**config.mk**
```make
export PLATFORM = sky130hd
export DESIGN_NAME = expression_lexer
export DESIGN_NICKNAME = d
export VERILOG_FILES = /design/src/design/exlex_pkg.sv /design/src/design/exlex_core.sv /design/src/design/exlex_queue.sv /design/src/design/expression_lexer.sv
export SDC_FILE = /design/constraint.sdc
export NUM_CORES = 1
export LEC_CHECK = 0
export ABC_CLOCK_PERIOD_IN_PS = 3800
export BUFFER_PORTS_ARGS = -buffer_cell sky130_fd_sc_hd__buf_2
export CORE_ASPECT_RATIO = 1.1
export CORE_MARGIN = 4
export CORE_UTILIZATION = 50
export DETAILED_ROUTE_END_ITERATION = 10
export PLACE_DENSITY = 0.7
export SYNTH_ARGS = -nofsm -noshare
export SYNTH_HDL_FRONTEND = slang
export SYNTH_SLANG_ARGS = --single-unit
```
**constraint.sdc**
```tcl
create_clock -name i_clk -period 3.8 [get_ports i_clk]
set_clock_uncertainty 0.05 [all_clocks]
set_input_delay 0 -clock i_clk [delete_from_list [all_inputs] [get_ports i_clk]]
set_output_delay 0 -clock i_clk [all_outputs]
set_load 0.02 [all_outputs]
```
**src/design/exlex_pkg.sv**
```systemverilog
// ----------------------------------------------------------------------------
// exlex_pkg
// Shared types, constants and character classification for the expression
// lexer.
// ----------------------------------------------------------------------------
package exlex_pkg;

    localparam int MAX_TOKENS = 128;
    localparam int MAX_TEXT   = 1024;

    localparam int POS_W   = $clog2(MAX_TEXT);
    localparam int FIELD_W = 10;
    localparam int TOK_W   = 8;
    localparam int CHAR_W  = 8;

    localparam int Q_DEPTH = 4;
    localparam int Q_PTR_W = $clog2(Q_DEPTH);
    localparam int Q_CNT_W = $clog2(Q_DEPTH + 1);

    localparam int TDATA_W = 32;
    localparam int TUSER_W = 2;

    localparam logic [POS_W-1:0] POS_LAST   = POS_W'(MAX_TEXT - 1);
    localparam logic [TOK_W-1:0] TOK_LIMIT  = TOK_W'(MAX_TOKENS);

    localparam logic [CHAR_W-1:0] CH_NUL    = 8'h00;
    localparam logic [CHAR_W-1:0] CH_LOW_A  = 8'h61;
    localparam logic [CHAR_W-1:0] CH_LOW_Z  = 8'h7A;
    localparam logic [CHAR_W-1:0] CH_UP_A   = 8'h41;
    localparam logic [CHAR_W-1:0] CH_UP_Z   = 8'h5A;
    localparam logic [CHAR_W-1:0] CH_ZERO   = 8'h30;
    localparam logic [CHAR_W-1:0] CH_NINE   = 8'h39;
    localparam logic [CHAR_W-1:0] CH_STAR   = 8'h2A;
    localparam logic [CHAR_W-1:0] CH_SLASH  = 8'h2F;
    localparam logic [CHAR_W-1:0] CH_PLUS   = 8'h2B;
    localparam logic [CHAR_W-1:0] CH_MINUS  = 8'h2D;
    localparam logic [CHAR_W-1:0] CH_EQUAL  = 8'h3D;
    localparam logic [CHAR_W-1:0] CH_HASH   = 8'h23;
    localparam logic [CHAR_W-1:0] CH_LPAREN = 8'h28;
    localparam logic [CHAR_W-1:0] CH_RPAREN = 8'h29;

    typedef enum logic [1:0] {
        CLS_OTHER  = 2'd0,
        CLS_LETTER = 2'd1,
        CLS_DIGIT  = 2'd2,
        CLS_OPER   = 2'd3
    } t_cls;

    typedef enum logic [1:0] {
        KIND_IDENT  = 2'd0,
        KIND_NUMBER = 2'd1,
        KIND_OPER   = 2'd2,
        KIND_END    = 2'd3
    } t_kind;

    typedef struct packed {
        t_kind              kind;
        logic [FIELD_W-1:0] start;
        logic [FIELD_W-1:0] len;
        logic [TOK_W-1:0]   index;
        logic               ovf;
        logic               last;
    } t_result;

    typedef struct packed {
        logic    a_valid;
        t_result a;
        logic    b_valid;
        t_result b;
    } t_push;

    function automatic t_cls classify(input logic [CHAR_W-1:0] c);
        t_cls cls;
        if ((c >= CH_LOW_A && c <= CH_LOW_Z) || (c >= CH_UP_A && c <= CH_UP_Z)) begin
            cls = CLS_LETTER;
        end else if (c >= CH_ZERO && c <= CH_NINE) begin
            cls = CLS_DIGIT;
        end else if (c == CH_STAR || c == CH_SLASH || c == CH_PLUS || c == CH_MINUS ||
                     c == CH_EQUAL || c == CH_HASH || c == CH_LPAREN || c == CH_RPAREN) begin
            cls = CLS_OPER;
        end else begin
            cls = CLS_OTHER;
        end
        return cls;
    endfunction

endpackage

```
**src/design/exlex_core.sv**
```systemverilog
// ----------------------------------------------------------------------------
// exlex_core
// Input register and single-pass classification: updates the run state and
// produces up to two result records per character.
// ----------------------------------------------------------------------------
module exlex_core (
    input  logic                          i_clk,
    input  logic                          i_rst_n,
    input  logic                          i_valid,
    output logic                          o_ready,
    input  logic [exlex_pkg::CHAR_W-1:0]  i_char,
    input  logic                          i_room,
    output exlex_pkg::t_push              o_push
);
    import exlex_pkg::*;

    logic              r_valid;
    logic [CHAR_W-1:0] r_char;
    t_cls              r_run_kind;
    logic [POS_W-1:0]  r_run_start;
    logic [POS_W-1:0]  r_run_len;
    logic [POS_W-1:0]  r_pos;
    logic [TOK_W-1:0]  r_total;
    logic              r_ovf;

    t_cls              n_run_kind;
    logic [POS_W-1:0]  n_run_start;
    logic [POS_W-1:0]  n_run_len;
    logic [POS_W-1:0]  n_pos;
    logic [TOK_W-1:0]  n_total;
    logic              n_ovf;

    logic              advance;
    t_cls              cls;
    logic              is_nul;
    logic              extend;
    logic              flush_a;
    logic              emit_b;
    logic              a_full;
    logic [TOK_W-1:0]  total_a;
    logic              ovf_a;
    logic              b_full;
    logic [POS_W-1:0]  pos_inc;

    assign advance = r_valid && i_room;
    assign o_ready = !r_valid || i_room;

    always_ff @(posedge i_clk) begin
        if (!i_rst_n) begin
            r_valid <= 1'b0;
        end else if (o_ready) begin
            r_valid <= i_valid;
        end
    end

    always_ff @(posedge i_clk) begin
        if (o_ready && i_valid) begin
            r_char <= i_char;
        end
    end

    always_comb begin
        cls     = classify(r_char);
        is_nul  = (r_char == CH_NUL);
        extend  = !is_nul && (r_run_kind != CLS_OTHER) && (r_run_kind == cls);
        flush_a = !extend && (r_run_kind != CLS_OTHER);
        emit_b  = !extend && (is_nul || cls == CLS_OPER);
        pos_inc = (r_pos == POS_LAST) ? '0 : r_pos + 1'b1;

        a_full  = (r_total >= TOK_LIMIT);
        total_a = (flush_a && !a_full) ? r_total + 1'b1 : r_total;
        ovf_a   = r_ovf || (flush_a && a_full);
        b_full  = (total_a >= TOK_LIMIT);

        o_push.a_valid = advance && flush_a;
        o_push.a.kind  = (r_run_kind == CLS_LETTER) ? KIND_IDENT : KIND_NUMBER;
        o_push.a.start = FIELD_W'(r_run_start);
        o_push.a.len   = FIELD_W'(r_run_len);
        o_push.a.index = a_full ? TOK_LIMIT : r_total;
        o_push.a.ovf   = a_full;
        o_push.a.last  = !emit_b;

        o_push.b_valid = advance && emit_b;
        o_push.b.start = FIELD_W'(r_pos);
        o_push.b.last  = 1'b1;
        if (is_nul) begin
            o_push.b.kind  = KIND_END;
            o_push.b.len   = '0;
            o_push.b.index = total_a;
            o_push.b.ovf   = ovf_a;
        end else begin
            o_push.b.kind  = KIND_OPER;
            o_push.b.len   = FIELD_W'(1);
            o_push.b.index = b_full ? TOK_LIMIT : total_a;
            o_push.b.ovf   = b_full;
        end

        n_run_kind  = r_run_kind;
        n_run_start = r_run_start;
        n_run_len   = r_run_len;
        n_pos       = r_pos;
        n_total     = r_total;
        n_ovf       = r_ovf;
        if (is_nul) begin
            n_run_kind  = CLS_OTHER;
            n_run_start = '0;
            n_run_len   = '0;
            n_pos       = '0;
            n_total     = '0;
            n_ovf       = 1'b0;
        end else if (extend) begin
            n_run_len = (r_run_len == POS_LAST) ? r_run_len : r_run_len + 1'b1;
            n_pos     = pos_inc;
        end else begin
            n_pos   = pos_inc;
            n_total = (cls == CLS_OPER && !b_full) ? total_a + 1'b1 : total_a;
            n_ovf   = ovf_a || (cls == CLS_OPER && b_full);
            if (cls == CLS_LETTER || cls == CLS_DIGIT) begin
                n_run_kind  = cls;
                n_run_start = r_pos;
                n_run_len   = POS_W'(1);
            end else begin
                n_run_kind  = CLS_OTHER;
                n_run_start = '0;
                n_run_len   = '0;
            end
        end
    end

    always_ff @(posedge i_clk) begin
        if (!i_rst_n) begin
            r_run_kind  <= CLS_OTHER;
            r_run_start <= '0;
            r_run_len   <= '0;
            r_pos       <= '0;
            r_total     <= '0;
            r_ovf       <= 1'b0;
        end else if (advance) begin
            r_run_kind  <= n_run_kind;
            r_run_start <= n_run_start;
            r_run_len   <= n_run_len;
            r_pos       <= n_pos;
            r_total     <= n_total;
            r_ovf       <= n_ovf;
        end
    end

endmodule

```
**src/design/exlex_queue.sv**
```systemverilog
// ----------------------------------------------------------------------------
// exlex_queue
// Small result queue: takes up to two records per cycle, hands out one per
// transaction on the output stream.
// ----------------------------------------------------------------------------
module exlex_queue (
    input  logic                                i_clk,
    input  logic                                i_rst_n,
    input  exlex_pkg::t_push                    i_push,
    output logic                                o_room,
    output logic                                o_valid,
    input  logic                                i_ready,
    output exlex_pkg::t_result                  o_result
);
    import exlex_pkg::*;

    t_result            r_slot [Q_DEPTH];
    logic [Q_PTR_W-1:0] r_wptr;
    logic [Q_PTR_W-1:0] r_rptr;
    logic [Q_CNT_W-1:0] r_count;

    logic               pop;
    logic [Q_PTR_W-1:0] b_addr;
    logic [1:0]         n_push;

    assign o_valid  = (r_count != '0);
    assign o_result = r_slot[r_rptr];
    assign o_room   = (r_count <= Q_CNT_W'(Q_DEPTH - 2));
    assign pop      = o_valid && i_ready;
    assign b_addr   = i_push.a_valid ? r_wptr + 1'b1 : r_wptr;
    assign n_push   = {1'b0, i_push.a_valid} + {1'b0, i_push.b_valid};

    always_ff @(posedge i_clk) begin
        if (i_push.a_valid) begin
            r_slot[r_wptr] <= i_push.a;
        end
        if (i_push.b_valid) begin
            r_slot[b_addr] <= i_push.b;
        end
    end

    always_ff @(posedge i_clk) begin
        if (!i_rst_n) begin
            r_wptr  <= '0;
            r_rptr  <= '0;
            r_count <= '0;
        end else begin
            r_wptr  <= r_wptr + Q_PTR_W'(n_push);
            r_rptr  <= r_rptr + Q_PTR_W'(pop);
            r_count <= r_count + Q_CNT_W'(n_push) - Q_CNT_W'(pop);
        end
    end

endmodule

```
**src/design/expression_lexer.sv**
```systemverilog
// ----------------------------------------------------------------------------
// expression_lexer
// Splits a byte stream into identifier, number and operator tokens and
// closes each zero-terminated string with an end record.
// ----------------------------------------------------------------------------
//  channel  | dir | transaction
//  ---------+-----+--------------------------------------------------------
//  s_axis   | in  | one text byte, zero ends the string
//  m_axis   | out | one token or end record; tlast on the last one per byte
//
//  One byte per cycle while the result queue has room; a byte yields zero, one or two records.
//  A byte passes through the input register and then the result queue.
//  A byte that yields two records hands them out as two output transactions.
//  Four-entry result queue; input stalls while fewer than two slots are free.
//  Synchronous active-low reset clears the run state and the queue.
// ----------------------------------------------------------------------------
module expression_lexer (
    input  logic                             i_clk,
    input  logic                             i_rst_n,
    input  logic                             s_axis_tvalid,
    output logic                             s_axis_tready,
    input  logic [exlex_pkg::CHAR_W-1:0]     s_axis_tdata,  // [7:0] char_code
    output logic                             m_axis_tvalid,
    input  logic                             m_axis_tready,
    // [9:0] token_start, [19:10] token_len, [27:20] token_index, [28] overflow
    output logic [exlex_pkg::TDATA_W-1:0]    m_axis_tdata,
    output logic [exlex_pkg::TUSER_W-1:0]    m_axis_tuser,  // [1:0] token_kind
    output logic                             m_axis_tlast   // last_result
);
    import exlex_pkg::*;

    t_push   push;
    logic    room;
    t_result result;

    exlex_core u_core (
        .i_clk   (i_clk),
        .i_rst_n (i_rst_n),
        .i_valid (s_axis_tvalid),
        .o_ready (s_axis_tready),
        .i_char  (s_axis_tdata),
        .i_room  (room),
        .o_push  (push)
    );

    exlex_queue u_queue (
        .i_clk    (i_clk),
        .i_rst_n  (i_rst_n),
        .i_push   (push),
        .o_room   (room),
        .o_valid  (m_axis_tvalid),
        .i_ready  (m_axis_tready),
        .o_result (result)
    );

    assign m_axis_tdata = TDATA_W'({result.ovf, result.index, result.len, result.start});
    assign m_axis_tuser = result.kind;
    assign m_axis_tlast = result.last;

endmodule

```
-- Word-level counts from Yosys, hierarchy flattened
Memories as Yosys holds them, arrays and structs flattened. A register that Yosys moved wholly into a read port is not among the register bits.
Index checks and enable logic that the tools add are counted.
- flip-flop bits (word level): 57
- memory bits (read-only): 0
- bits of input ports: 12
- bits in writable memories: 128
- memories: 1
- latch bits: 0
- output and inout bits: 37
- memories (memory ; depth ; width ; read ports ; clocked after Yosys merged registers in ; write ports ; RTL line ; source):
    u_queue.r_slot ; 4 ; 32 ; 1 ; 1 ; 2 ; exlex_queue.sv:17 ; t_result r_slot [Q_DEPTH];
- muxes and demuxes: 32
- $add $sub $neg: 10
- bitwise operators: 0
- reductions and logical operators: 40
- multipliers: 0
- magnitude comparators: 9
- divide/modulo/power cells: 0
- equal/unequal tests: 17
- shifts and indexed selects: 0
- operators with widths (kind ; number):
    10-bit two-way mux ; 9
    8-bit by 6-bit equality test with 1-bit output, second input constant ; 8
    8-bit two-way mux ; 6
    10-bit by 1-bit adder with 10-bit output, second input constant ; 2
    10-bit equality test, second input constant ; 2
    8-bit by 1-bit adder with 8-bit output, second input constant ; 2
    8-bit by 7-bit >= comparator with 1-bit output, second input constant ; 2
    8-bit >= comparator, second input constant ; 2
    8-bit by 7-bit less-or-equal comparator with 1-bit output, second input constant ; 2
    1-bit logical AND ; 16
    2-bit two-way mux ; 8
    1-bit logical OR ; 13
    1-bit two-way mux ; 9
    8-bit by 6-bit >= comparator with 1-bit output, second input constant ; 1
    8-bit by 6-bit less-or-equal comparator with 1-bit output, second input constant ; 1
    8-bit zero test ; 1
    1-bit zero test ; 6
    2-bit by 1-bit equality test with 1-bit output, second input constant ; 2
    2-bit equality test, second input constant ; 2
    2-bit AND reduction ; 2
    3-bit by 2-bit adder with 3-bit output ; 1
    3-bit by 2-bit less-or-equal comparator with 1-bit output, second input constant ; 1
    3-bit by 2-bit != test with 1-bit output, second input constant ; 1
    3-bit nonzero test ; 1
    8 further kinds ; 8

-- Longest topological paths before layout
- depth in word-level cells: 23
- depth in mapped cells: 15
- gate-level depth less buffers: 14

-- Modules after synthesis
From an unflattened synthesis, not the netlist that was laid out.
- cell total of the unflattened synthesis: 703
- area, all modules: 9631.7 um^2
- by module, submodules not included (module ; cells each ; times used ; sequential area each (um^2) ; area each (um^2)):
    exlex_queue ; 367 ; 1 ; 3983.8 ; 6757.7
    exlex_core ; 332 ; 1 ; 1081.0 ; 2847.7
    expression_lexer ; 4 ; 1 ; 0.0 ; 26.3

-- Least setup slack after synthesis
OpenSTA, ideal clock, no wires.
- path kind: register to register
- from: register u_core.r_char[3]
- to: memory u_queue.r_slot[3][10] in the netlist's numbering, enable pin
- slack: 181 ps
- arrival: 3188 ps
- required time: 3369 ps
- cell stages (with the launch flop): 10
- cells stage by stage: edfxtp_1 -> or4_4 -> o22a_1 -> a22oi_4 -> mux2_4 -> o21ai_2 -> a31oi_1 -> nor3_4 -> buf_6 -> nand2b_1
- RTL lines (what ; RTL line ; source):
    start, declared ; exlex_core.sv:18 ; logic [CHAR_W-1:0] r_char;
    start signal, assigned ; exlex_core.sv:58 ; r_char <= i_char;
    end, declared ; exlex_queue.sv:17 ;

-- Final worst setup path
- from: register u_core.r_char[1]
- to: register u_queue.r_count[2]
- cells in the longest elaborated chain, start to end: 19
- elaborated cells on any way between the ends: 43
- RTL lines (what ; RTL line ; source):
    8-bit by 6-bit equality test with 1-bit output ; exlex_pkg.sv:78 ; end else if (c == CH_STAR || c == CH_SLASH || c == CH_PLUS || c == CH_MINUS ||
    1-bit logical OR (4 in a row) ; exlex_pkg.sv:78 ;
    1-bit logical OR (3 in a row) ; exlex_pkg.sv:79 ; c == CH_EQUAL || c == CH_HASH || c == CH_LPAREN || c == CH_RPAREN) begin
    2-bit two-way mux ; exlex_pkg.sv:78 ;
    2-bit two-way mux ; exlex_pkg.sv:76 ; end else if (c >= CH_ZERO && c <= CH_NINE) begin
    2-bit two-way mux ; exlex_pkg.sv:74 ; if ((c >= CH_LOW_A && c <= CH_LOW_Z) || (c >= CH_UP_A && c <= CH_UP_Z)) begin
    2-bit equality test ; exlex_core.sv:65 ; extend = !is_nul && (r_run_kind != CLS_OTHER) && (r_run_kind == cls);
    1-bit logical AND ; exlex_core.sv:65 ;
    1-bit zero test ; exlex_core.sv:66, exlex_core.sv:67 ;
    1-bit logical AND (on tied branches) ; exlex_core.sv:66, exlex_core.sv:67 ;
    1-bit logical AND (on tied branches) ; exlex_core.sv:75, exlex_core.sv:83 ;
    1-bit by 1-bit adder with 2-bit output (*) ; exlex_queue.sv:31 ; assign n_push = {1'b0, i_push.a_valid} + {1'b0, i_push.b_valid};
    3-bit by 2-bit adder with 3-bit output (*) ; exlex_queue.sv:50 ; r_count <= r_count + Q_CNT_W'(n_push) - Q_CNT_W'(pop);
    3-bit by 1-bit subtractor with 3-bit output (*) ; exlex_queue.sv:50 ;
    end signal, assigned ; exlex_queue.sv:50 ;
    end, declared ; exlex_queue.sv:20 ; logic [Q_CNT_W-1:0] r_count;
Mark *: on every way between the ends. The rest lies on a longest branch, timed or not.
A chain may end at the register's enable or synchronous reset.

==> results by group <==
STA
  – Final hold violation count: 0
  – Fin crit period: 3.67 ns
  – Sum Neg Setup Slack: 0 ns
  – Max-slew headroom: 0.325
  – Worst slew pin tran: 1.01 ns
  – Achievable Freq: about 0.27 GHz
  – Post-route clock period utilization: 0.967
  – Final setup violation count: 0
  – Final Slew Violations: 0

Floorplan
  – Die Span X: 139 um
  – Initial core utilization: 0.510
  – I/O Pins: 49
  – Die area: 21100 um2
  – Die Ht: 152 um
  – Site Rows: 52
  – Core Area: 18500 um2

Power and ir drop
  – Register share of total power: 0.462
  – Clock power frac: 0.370
  – Pint: roughly 3.4 mW
  – LEAKAGE: 4.00 nW
  – Comb power frac: 0.168
  – Net switching power: 1.38 mW
  – Net Sw Frac: 0.286
  – Power density of the placed cells: 448 nW/um2
  – Peak VDD IR: 0.000300 V

Global routing
  – Initial antenna violation count: 0
  – Gr usage total: 0.221
  – Gr ovfl total: 0
  – Number of global-route vias before repair: 6972
  – Largest net degree at the start of global routing: 37
  – First-pass GRT wire length: 37.4 mm

Yosys
  – Synth area leader: edfxtp_1
  – Sequential area share after synthesis: 0.490
  – Cell area after synthesis: around 9400 um2
  – Ys flop type: dfxtp_1
  – Yosys top cell area share: 0.293
  – Yosys reg bits: 185
  – Count of cell types in the netlist: 74
  – Synth Instances: 952
  – EDFF count, synth: 92
  – Ys Warns: 0
  – Synthesized area per cell: 9.91 um2
  – Dominant cells by area after synthesis: edfxtp_1, dfxtp_1, nand2_1
  – Ys async rst share: 0

Worst setup path
  – Max FO, Critical Path: 12
  – Critical path's slowest cell: or4_4
  – CP Class: flop to flop
  – Worst setup SP type: flop
  – Flop-to-flop setup slack: 0.13 ns
  – Max incr delay on CP: 0.55 ns
  – CP Capture Type: flop
  – CP Cell Sequence: or4_4 > o22a_1 > a22oi_4 > mux2_4 > o21ai_2 > inv_2 > ha_2 > ha_1 > fa_1 > xnor2_1 > and2_1
  – WP data required: between 4 and 5 ns
  – Crit path DAT: 3.96 ns

Clock tree
  – Clock latency on the worst-skew pair: 0.44 ns
  – Clock transition at the registers of the reported paths: 0.08 ns
  – Root Driver: clkbuf_16
  – Clk sink count: 185
  – Num CTS Buffers: 17
  – TritonCTS clock tree: done
  – Max Buffers Root-to-Sink: 2
  – H-tree depth: 4

Detailed routing
  – WL final: 23.6 mm
  – Vias per Instance: 5.79
  – Via total after detailed routing: 7315
  – Remaining DRCs: 0
  – First drt pass iteration count: 5
  – DRT iter0 DRCs: 546
  – Antenna Nets Post-Route: 0
  – Routed WL per cell: 18.7 um

Cells and area
  – Area Overhead vs Synth: 14.0%
  – Ant. Diodes: 0
  – Most frequent cells in the layout: nand2_1, edfxtp_1, dfxtp_1
  – Share of layout cells above drive strength 1: 0.189
  – Cell area after layout: 10800 um2
  – Post-route insts no fill: 1264
  – Commonest non-fill, non-tap cell in the layout: nand2_1
  – Nets: 1038

Placement
  – Dpl cell area: 10000 um2
  – Placed Cells: 1217
  – I/O Buffers: 45
  – Placer's final routability congestion estimate: 0.878
  – HPWL Detailed: 16.0 mm

Min path
  – Worst hold path class: input pin to flop

Flow run
  – Max capacitance violation total: 0

Run status
  – Status: finished clean
[sequential cells by signal, indices dropped and copies added, names as in the netlist, 2 cells and up]
register,flops
u_core.r_total,8
u_queue.r_slot,128
u_core.r_char,8
u_core.r_run_kind,2
u_queue.r_rptr,2
u_core.r_pos,10
u_core.r_run_start,10
u_queue.r_count,3
u_core.r_run_len,10
u_queue.r_wptr,2
[power by group through the flow]
stage | combinational [mW] | clock [mW] | sequential, mW
final | 0.810 | 1.78 | 2.23
after CTS | 0.809 | 1.81 | 2.23
after global routing | 0.886 | 1.89 | 2.24
after floorplan | 0.716 | 0 | 2.21
after global placement | 0.785 | 0 | 2.27
after detailed placement | 0.799 | 0 | 2.27
[cells by family (layout without fill, tap and decap cells)]
| kind of cell | after synthesis | after routing | synth area share |
|---|---|---|---|
| adder cells (fa/ha/maj) | 18 | 18 | 0.0247 |
| other | 1 | 3 | 0.000398 |
| flip-flops | 185 | 185 | 0.490 |
| XOR/XNOR | 25 | 25 | 0.0240 |
| multiplexers | 40 | 40 | 0.0856 |
| AND/OR/NAND/NOR | 383 | 383 | 0.183 |
| buffers and inverters | 100 | 167 | 0.0504 |
| AO/OA/AOI/OAI | 200 | 200 | 0.142 |
[per-stage QoR]
step | total power, mW | utilization | setup WS [ns] | hold WS, ns
floorplan | 2.92 | - | 0.181 | 0.0489
global placement | 3.05 | 0.541 | 0.156 | 0.129
detailed placement | 3.07 | 0.541 | 0.0677 | 0.128
CTS | 4.84 | 0.580 | 0.0673 | 0.0199
global route | 5.02 | 0.582 | -0.0347 | 0.0640
finish | 4.82 | 0.582 | 0.127 | 0.0353
[critical path: cells and delay by family, from the launching register on]
family,cells,cell delay (ns)
adders and majority gates,3,0.89
AOI/OAI and AO/OA,3,0.84
and+or+nand+nor,2,0.70
DFF,1,0.45
muxes,1,0.36
buffers and inverters,1,0.15
xor gates and xnor gates,1,0.13
[synth_stat cells (11+ instances only)]
cell        n
nand2_1   230
nor3_1     19
nand3_1    33
nor2_1     31
dfxtp_1    93
edfxtp_1   92
a22o_1     12
mux4_2     32
a21o_1     13
xnor2_1    13
ha_1       17
buf_2      22
clkbuf_1   38
xor2_1     11
inv_1      20
and2_1     14
a21oi_1    58
o31ai_1    20
o21ai_0    42
[final cells by class]
class                   count  area [um2]
inverters                  21        78.8
clock inverters            15         183
well taps                 243         304
clock buffers              17         425
flip-flops and latches    185        4630
fillers                  1575        7720
repair buffers            114         796
multi-input cells         669        4340
[final timing paths]
check,from,endpoint,cells past startpoint
worst max register to register,u_core.r_char[1]$_DFFE_PP_,u_queue.r_count[2]$_SDFF_PN0_,11
worst min register to register,u_queue.r_slot[0][31]$_SDFFE_PP1P_,u_queue.r_slot[0][31]$_SDFFE_PP1P_,2
worst max-delay path,u_core.r_char[1]$_DFFE_PP_,u_queue.r_count[2]$_SDFF_PN0_,11
worst min-delay path,m_axis_tready,u_queue.r_rptr[0]$_SDFF_PN0_,4
[what timing repair did]
action,in CTS,in global routing
buffers inserted,0,4
endpoints found under the setup margin,0,29
hold buffers,11,0
endpoints found under the hold margin,21,0
resized for setup,0,1
[per-layer routing]
metal,vias to the layer above,GRT usage,share of wire
met1,3526,0.295,0.43
met2,269,0.369,0.49
met3,24,0.0409,0.061
met5,-,0,0
li1,3496,-,-
met4,0,0.0671,0.016
Power figures use the tool's default switching activity.
